===== config.mk =====
export PLATFORM = sky130hd
export DESIGN_NAME = unique_value_set_table
export DESIGN_NICKNAME = d
export VERILOG_FILES = /design/src/hw/rtl/uvst_pkg.sv /design/src/hw/rtl/unique_value_set_table.sv /design/src/hw/rtl/uvst_cell.sv /design/src/hw/rtl/uvst_locate.sv
export SDC_FILE = /design/constraint.sdc
export NUM_CORES = 2
export LEC_CHECK = 0
export BUFFER_PORTS_ARGS = -buffer_cell sky130_fd_sc_hd__buf_2
export CAP_MARGIN = 5
export CORE_UTILIZATION = 25
export DETAILED_ROUTE_END_ITERATION = 8
export HOLD_SLACK_MARGIN = 0.15
export SYNTH_ARGS = -nofsm -noshare
export SYNTH_HDL_FRONTEND = slang
export SYNTH_SLANG_ARGS = --single-unit

===== constraint.sdc =====
create_clock -name clock -period 10.2 [get_ports clock]
set_input_delay 1.53 -clock clock [delete_from_list [all_inputs] [get_ports clock]]
set_output_delay 1.53 -clock clock [all_outputs]
set_load 0.01 [all_outputs]

===== src/hw/rtl/uvst_pkg.sv =====
package uvst_pkg;

   typedef enum logic [1:0] {
      KIND_INSERT = 2'd0,
      KIND_REMOVE = 2'd1,
      KIND_FIND   = 2'd2,
      KIND_READ   = 2'd3
   } kind_type;

   typedef enum logic [2:0] {
      STATUS_OK    = 3'd0,
      STATUS_DUP   = 3'd1,
      STATUS_MISS  = 3'd2,
      STATUS_FULL  = 3'd3,
      STATUS_RANGE = 3'd4
   } status_type;

   typedef enum logic {
      STATE_IDLE    = 1'b0,
      STATE_RESOLVE = 1'b1
   } state_type;

   // per-cell control from the table controller
   typedef struct packed {
      logic load_hit;
      logic write_en;
      logic shift_en;
   } cell_ctl_type;

endpackage


===== src/hw/rtl/unique_value_set_table.sv =====
// channel  | direction | transfer when           | payload
// req      | in        | req_valid & req_ready   | kind, value, index
// rsp      | out       | rsp_valid & rsp_ready   | status, position, data, count
//
// each request passes through a transfer cycle, in which every cell compares
// its entry with the value, and a resolve cycle that encodes the hit, appends or
// shifts the cells down, and loads the result register.
// the resolve cycle waits while an earlier result is still held on rsp.
// synchronous reset empties the table (count to zero); cell contents stay as they are.
module unique_value_set_table #(
   parameter int CAPACITY    = 64,
   parameter int VALUE_WIDTH = 32
) (
   input  logic        clock,
   input  logic        reset,
   input  logic        req_valid,
   output logic        req_ready,
   input  logic [1:0]  req_kind,
   input  logic [31:0] req_value,
   input  logic [5:0]  req_index,
   output logic        rsp_valid,
   input  logic        rsp_ready,
   output logic [2:0]  rsp_status,
   output logic [5:0]  rsp_position,
   output logic [31:0] rsp_data,
   output logic [6:0]  rsp_count
);
   import uvst_pkg::*;

   localparam int IDX_W = $clog2(CAPACITY);
   localparam int CNT_W = $clog2(CAPACITY + 1);
   localparam int CMP_W = (CNT_W > 7) ? CNT_W : 7;

   state_type              state_ff, state_in;
   kind_type               kind_ff, kind_in;
   logic [VALUE_WIDTH-1:0] key_ff, key_in;
   logic [5:0]             index_ff, index_in;
   logic [CNT_W-1:0]       count_ff, count_in, count_next;

   logic                   rsp_valid_ff, rsp_valid_in;
   status_type             rsp_status_ff, rsp_status_in;
   logic [5:0]             rsp_position_ff, rsp_position_in;
   logic [31:0]            rsp_data_ff, rsp_data_in;
   logic [6:0]             rsp_count_ff, rsp_count_in;

   logic                   accept;
   logic                   commit;
   logic [VALUE_WIDTH-1:0] cmp_key;
   logic [VALUE_WIDTH-1:0] cell_value [CAPACITY];
   logic [CAPACITY-1:0]    hit;
   logic [CAPACITY-1:0]    live;
   logic [CAPACITY-1:0]    hit_live;
   cell_ctl_type           ctl [CAPACITY];
   logic                   found;
   logic [IDX_W-1:0]       found_pos;
   logic                   full;
   logic                   insert_ok;
   logic                   remove_ok;
   logic                   read_ok;
   logic [IDX_W-1:0]       rd_addr;

   assign req_ready = (state_ff == STATE_IDLE);
   assign accept    = req_valid && req_ready;
   assign commit    = (state_ff == STATE_RESOLVE) && (!rsp_valid_ff || rsp_ready);
   assign cmp_key   = VALUE_WIDTH'(req_value);

   // row of cells, each handing its entry to the one below on a remove
   for (genvar g = 0; g < CAPACITY; g++) begin : g_cell
      logic [VALUE_WIDTH-1:0] neighbour;

      if (g == CAPACITY - 1) begin : g_last
         assign neighbour = cell_value[g];
      end else begin : g_mid
         assign neighbour = cell_value[g + 1];
      end

      assign live[g]         = (CNT_W'(g) < count_ff);
      assign hit_live[g]     = hit[g] && live[g];
      assign ctl[g].load_hit = accept;
      assign ctl[g].write_en = commit && insert_ok && (CNT_W'(g) == count_ff);
      assign ctl[g].shift_en = commit && remove_ok && (IDX_W'(g) >= found_pos);

      uvst_cell #(
         .VALUE_WIDTH (VALUE_WIDTH)
      ) u_cell (
         .clock      (clock),
         .ctl        (ctl[g]),
         .cmp_key    (cmp_key),
         .wr_key     (key_ff),
         .next_value (neighbour),
         .value      (cell_value[g]),
         .hit        (hit[g])
      );
   end

   uvst_locate #(
      .CAPACITY (CAPACITY)
   ) u_locate (
      .hit      (hit_live),
      .found    (found),
      .position (found_pos)
   );

   always_comb begin
      full      = (count_ff == CNT_W'(CAPACITY));
      insert_ok = (kind_ff == KIND_INSERT) && !found && !full;
      remove_ok = (kind_ff == KIND_REMOVE) && found;
      read_ok   = (CMP_W'(index_ff) < CMP_W'(count_ff));
      rd_addr   = IDX_W'(index_ff);

      count_next = count_ff;
      if (insert_ok) begin
         count_next = count_ff + CNT_W'(1);
      end else if (remove_ok) begin
         count_next = count_ff - CNT_W'(1);
      end

      rsp_status_in   = STATUS_OK;
      rsp_position_in = '0;
      rsp_data_in     = '0;
      unique case (kind_ff)
         KIND_INSERT: begin
            if (found) begin
               rsp_status_in   = STATUS_DUP;
               rsp_position_in = 6'(found_pos);
            end else if (full) begin
               rsp_status_in = STATUS_FULL;
            end else begin
               rsp_position_in = 6'(count_ff);
            end
         end
         KIND_REMOVE, KIND_FIND: begin
            if (found) begin
               rsp_position_in = 6'(found_pos);
            end else begin
               rsp_status_in = STATUS_MISS;
            end
         end
         KIND_READ: begin
            if (read_ok) begin
               rsp_position_in = index_ff;
               rsp_data_in     = 32'(cell_value[rd_addr]);
            end else begin
               rsp_status_in = STATUS_RANGE;
            end
         end
         default: begin
            rsp_status_in = STATUS_OK;
         end
      endcase
      rsp_count_in = 7'(count_next);

      count_in = commit ? count_next : count_ff;

      if (commit) begin
         rsp_valid_in = 1'b1;
      end else if (rsp_ready) begin
         rsp_valid_in = 1'b0;
      end else begin
         rsp_valid_in = rsp_valid_ff;
      end

      kind_in  = accept ? kind_type'(req_kind) : kind_ff;
      key_in   = accept ? cmp_key : key_ff;
      index_in = accept ? req_index : index_ff;
   end

   always_comb begin
      state_in = state_ff;
      unique case (state_ff)
         STATE_IDLE: begin
            if (req_valid) begin
               state_in = STATE_RESOLVE;
            end
         end
         STATE_RESOLVE: begin
            if (!rsp_valid_ff || rsp_ready) begin
               state_in = STATE_IDLE;
            end
         end
         default: begin
            state_in = STATE_IDLE;
         end
      endcase
   end

   always_ff @(posedge clock) begin
      if (reset) begin
         state_ff     <= STATE_IDLE;
         count_ff     <= '0;
         rsp_valid_ff <= 1'b0;
      end else begin
         state_ff     <= state_in;
         count_ff     <= count_in;
         rsp_valid_ff <= rsp_valid_in;
      end
   end

   always_ff @(posedge clock) begin
      kind_ff  <= kind_in;
      key_ff   <= key_in;
      index_ff <= index_in;
      if (commit) begin
         rsp_status_ff   <= rsp_status_in;
         rsp_position_ff <= rsp_position_in;
         rsp_data_ff     <= rsp_data_in;
         rsp_count_ff    <= rsp_count_in;
      end
   end

   assign rsp_valid    = rsp_valid_ff;
   assign rsp_status   = rsp_status_ff;
   assign rsp_position = rsp_position_ff;
   assign rsp_data     = rsp_data_ff;
   assign rsp_count    = rsp_count_ff;

   // entries are distinct, so no more than one live cell may match
   assert property (@(posedge clock) disable iff (reset)
      (state_ff == STATE_RESOLVE) |-> $onehot0(hit_live))
      else $error("more than one live entry matches");

   // the count moves only when a request is resolved
   assert property (@(posedge clock) disable iff (reset)
      !commit |=> $stable(count_ff))
      else $error("entry count changed outside a resolve");

   assert property (@(posedge clock) disable iff (reset)
      count_ff <= CNT_W'(CAPACITY))
      else $error("entry count above capacity");

endmodule


===== src/hw/rtl/uvst_cell.sv =====
module uvst_cell #(
   parameter int VALUE_WIDTH = 32
) (
   input  logic                     clock,
   input  uvst_pkg::cell_ctl_type   ctl,
   input  logic [VALUE_WIDTH-1:0]   cmp_key,
   input  logic [VALUE_WIDTH-1:0]   wr_key,
   input  logic [VALUE_WIDTH-1:0]   next_value,
   output logic [VALUE_WIDTH-1:0]   value,
   output logic                     hit
);
   import uvst_pkg::*;

   logic [VALUE_WIDTH-1:0] value_ff, value_in;
   logic                   hit_ff, hit_in;

   always_comb begin
      value_in = value_ff;
      hit_in   = hit_ff;
      // shifting down on a remove takes priority over an append
      if (ctl.shift_en) begin
         value_in = next_value;
      end else if (ctl.write_en) begin
         value_in = wr_key;
      end
      if (ctl.load_hit) begin
         hit_in = (value_ff == cmp_key);
      end
   end

   always_ff @(posedge clock) begin
      value_ff <= value_in;
      hit_ff   <= hit_in;
   end

   assign value = value_ff;
   assign hit   = hit_ff;

endmodule


===== src/hw/rtl/uvst_locate.sv =====
module uvst_locate #(
   parameter int CAPACITY = 64
) (
   input  logic [CAPACITY-1:0]         hit,
   output logic                        found,
   output logic [$clog2(CAPACITY)-1:0] position
);
   import uvst_pkg::*;

   localparam int IDX_W = $clog2(CAPACITY);

   // entries are distinct, so at most one live hit: an or of the indices suffices
   always_comb begin
      position = '0;
      for (int i = 0; i < CAPACITY; i++) begin
         position = position | (hit[i] ? IDX_W'(i) : IDX_W'(0));
      end
      found = |hit;
   end

endmodule

==> key figures <==
Global routing
  – Global route total overflow: 0
  – Wire length of the first global-routing pass: 834000 µm
  – Pin count of the biggest net entering global routing: 130
  – Global-route total usage across every layer: 22.5%
  – Via count of the first global-routing pass: 87200
  – Antenna violations before repair: 116

Logic synthesis
  – Most used DFF post-synth: sky130_fd_sc_hd__edfxtp_1
  – Library cell occupying the most area in the post-synthesis netlist: sky130_fd_sc_hd__edfxtp_1
  – Mapped Nets: 9291
  – Share of synthesized area occupied by flip-flops and latches: 49.3%
  – Synth unique cells: 104
  – Simple-Gate Fraction of Synth Area: 4.93%
  – Synth Cell Area: 134000 µm²
  – XOR/XNOR Fraction of Synth Area: 13.4%
  – EDFF count, synth: 2200
  – Most frequent cell after synthesis: sky130_fd_sc_hd__edfxtp_1
  – Area share of the largest cell type after synthesis: 49.2%
  – Main combinational cell family by area after synthesis: multiplexers
  – Yosys Warn Count: 0
  – Share of synthesized area spent on multiplexers: 27.8%
  – Gate count after technology mapping: 9232
  – Number of synthesized register bits: 2209
  – Share of flip-flops with an asynchronous set or reset: 0%
  – Top post-synthesis cells by area: sky130_fd_sc_hd__edfxtp_1 (49%), sky130_fd_sc_hd__mux2_2 (15%), sky130_fd_sc_hd__xor2_1 (13%)
  – Ranking of synthesized cells by instance count: sky130_fd_sc_hd__edfxtp_1 (2200), sky130_fd_sc_hd__xor2_1 (2048), sky130_fd_sc_hd__mux2_2 (1775)
  – Fraction of the mapped netlist area in compound gates: 1.53%
  – Post-Synthesis Mean Instance Area: 14.5 µm²
  – Post-synthesis share of cell area spent on full adders, half adders and majority gates: 0.140%

Critical path
  – Master of the slowest instance on the critical path: sky130_fd_sc_hd__nor2_4
  – Logic depth of the worst path, buffers included: 10
  – Series of cell instances along the critical path: buf_4 -> nand4bb_1 -> o31ai_1 -> a41oi_1 -> a211oi_1 -> nand3_1 -> nor2_1 -> nand3_4 -> nor2_4 -> mux2_2
  – Required time of the critical path: 10890 ps
  – Worst setup slack for register-to-register paths: 3200 ps
  – Maximum cell stage delay along the critical path: 1150 ps
  – Critical Path Source Type: flop
  – Worst path bufs/invs: 1
  – Kind of cell adding the most delay to the critical path: simple AND/OR/NAND/NOR gates
  – Arrival time at the worst endpoint: 7690 ps
  – Maximum net fanout on the critical path: 34
  – Worst flop-to-flop path startpoint: count_ff[3]$_SDFFE_PP0P_
  – Setup CP Type: flop to flop
  – Worst Setup SP: count_ff[3]$_SDFFE_PP0P_
  – Worst-case reg-to-reg path depth: 10
  – Worst Setup End Kind: flop
  – Crit Reg-Reg Endpoint: g_cell[0].u_cell.value[31]$_DFFE_PP_

Hold path
  – End point of the most critical hold path: g_cell[0].u_cell.value[24]$_DFFE_PP_
  – Hold wc startpoint: g_cell[1].u_cell.value[24]$_DFFE_PP_
  – Type of the most critical hold path: flop to flop
  – Hold Path Cell Cnt: 1

STA
  – Min cycle time layout: 7000 ps
  – Number of pins with negative max-slew slack in the final report: 0
  – Worst rel slew slack: 7.79%
  – Top achievable clock speed: 143 MHz
  – Total negative slack: 0 ps
  – Worst hold slack: 589 ps
  – Final count of hold timing violations: 0
  – Number of endpoints failing setup at the final stage: 0
  – RSZ-0062 raised after global routing: false
  – Worst setup skew after layout: 61.6 ps
  – Post-route clock period utilization: 68.6%
  – Final setup slack of the worst path: 3200 ps
  – Worst Max-Slew Pin Slew: 1360 ps

Floorplan
  – Total number of placement rows: 268
  – I/O pins: 94
  – Initial core utilization: 25.1%
  – Core area: 534000 µm²
  – Die extent in y: 735 µm
  – Die outline area: 540000 µm²
  – Horizontal extent of the die: 735 µm

Finish
  – Final core utilization: 28.4%
  – Multi-input logic area: 65100 µm²
  – Fraction of layout cells with a size suffix above 1: 36.4%
  – Fillcell total: 54000
  – Relative area change from synthesis to final layout: 13.1%
  – Post-route non-filler standard cell count: 16400
  – Area used by sequential logic in the layout: 66200 µm²
  – Final net count: 9075
  – Area of all placed cells without fillers: 152000 µm²

Run status
  – Result of the run: finished, final reports clean

Clocking
  – Clock-pin slew on the worst setup and hold paths: 60 ps
  – H-tree depth: 5
  – Latest clock arrival within the worst-skew pair: 980 ps
  – Quantity of hold-fixing buffers added after cts: 0
  – Sink count of the clock tree: 2209
  – Clk buf depth: 4
  – Number of clock buffers inserted by TritonCTS: 269
  – TritonCTS clock tree: done
  – CTS resizes: 0
  – Buffers inserted during post-CTS setup optimization: 0
  – Root buffer cell: sky130_fd_sc_hd__clkbuf_16

Drt
  – Drt initial violations: 15900
  – Average vias per placed instance: 5.67
  – Number of iterations in the first detailed-routing pass: 9
  – Average wire per cell in the routed design: 38.7 µm
  – Vias: 93100
  – Final routed wirelength across all metal layers: 635000 µm
  – Count of nets left with antenna violations after detail routing: 0
  – DR DRC count: 0

Power and ir drop
  – Worst vdd rail ir drop: 0.187 mV
  – Post-layout power: 31.1 mW
  – Power density over cell area: 205 nW/µm²
  – Leakage Power: 49.1 nW

Placement
  – Placer Congestion: 1.03
  – Dpl cell area: 143000 µm²
  – Port Buf Inserts: 93
  – Final HPWL DP: 448000 µm
  – Post-placement setup slack: 3350 ps
  – Total instance count after detailed placement: 15900

Run
  – Max capacitance violation total: 0
worst max-delay path by stage:
stage | endpoint
after global routing | g_cell[34].u_cell.value[12]$_DFFE_PP_
after CTS | g_cell[34].u_cell.value[12]$_DFFE_PP_
after global placement | g_cell[34].u_cell.value[1]$_DFFE_PP_
final | g_cell[0].u_cell.value[31]$_DFFE_PP_
after detailed placement | g_cell[34].u_cell.value[1]$_DFFE_PP_
after floorplan | g_cell[0].u_cell.hit$_DFFE_PP_
area by class of cell:
type                       instances  share of cell area (%)
antenna                           52                  0.0857
sequential                      2209                    43.6
timing repair buffer             375                    2.00
inverter                          19                  0.0519
tap                             7155                    5.90
multi-input combinational       6142                    42.9
clock buffer                     352                    4.76
clock inverter                   115                   0.677
registers in the layout, indices dropped and copies added (netlist names):
| signal | count |
|---|---|
| state_ff | 1 |
| rsp_valid | 1 |
| rsp_status | 3 |
| key_ff | 32 |
| index_ff | 6 |
| g_cell.u_cell.hit | 64 |
| g_cell.u_cell.value | 2048 |
| rsp_count | 7 |
| rsp_data | 32 |
| rsp_position | 6 |
| kind_ff | 2 |
| count_ff | 7 |
layer usage:
metal / track usage (%) / part of all wire (%) / vias to the layer above / routed length (µm)
li1: - / - / 35100 / -
met1: 28.6 / 37 / 48700 / 235000
met2: 32.9 / 42 / 7577 / 268000
met3: 8.49 / 14 / 1663 / 89300
met4: 12.6 / 6.7 / 66 / 42500
met5: 0 / 0.073 / - / 462
cell families after synthesis:
kind of cell,count (synthesis)
AO/OA/AOI/OAI,275
XOR/XNOR,2056
adder cells (fa/ha/maj),15
buffers and inverters,881
flip-flops,2209
multiplexers,2627
AND/OR/NAND/NOR,1169
cells in the final DEF, fill, tap and decap left out, types with 13 or more instances in the layout:
master	instances
sky130_fd_sc_hd__a21oi_1	29
sky130_fd_sc_hd__a21oi_4	17
sky130_fd_sc_hd__and3_1	42
sky130_fd_sc_hd__buf_12	20
sky130_fd_sc_hd__buf_2	61
sky130_fd_sc_hd__buf_4	262
sky130_fd_sc_hd__buf_6	32
sky130_fd_sc_hd__bufinv_16	13
sky130_fd_sc_hd__clkbuf_1	74
sky130_fd_sc_hd__clkbuf_16	277
sky130_fd_sc_hd__clkinv_1	46
sky130_fd_sc_hd__clkinv_2	31
sky130_fd_sc_hd__diode_2	52
sky130_fd_sc_hd__edfxtp_1	2200
sky130_fd_sc_hd__ha_1	15
sky130_fd_sc_hd__inv_1	14
sky130_fd_sc_hd__mux2_1	150
sky130_fd_sc_hd__mux2_2	1775
sky130_fd_sc_hd__mux2_4	29
sky130_fd_sc_hd__mux4_2	672
sky130_fd_sc_hd__nand2_1	247
sky130_fd_sc_hd__nand3_1	30
sky130_fd_sc_hd__nand4_1	135
sky130_fd_sc_hd__nor2_1	102
sky130_fd_sc_hd__nor4_1	514
sky130_fd_sc_hd__o21ai_0	39
sky130_fd_sc_hd__o21ai_4	23
sky130_fd_sc_hd__o21bai_4	33
sky130_fd_sc_hd__xor2_1	2048
power breakdown:
group	total, mW	leakage [nW]	switching (mW)	internal [mW]
clock	9.51	4.00	4.17	5.33
sequential	12.5	20.0	1.08	11.4
combinational	9.08	25.1	6.08	3.00
total	31.1	49.1	11.3	19.8
Power figures use the tool's default switching activity.
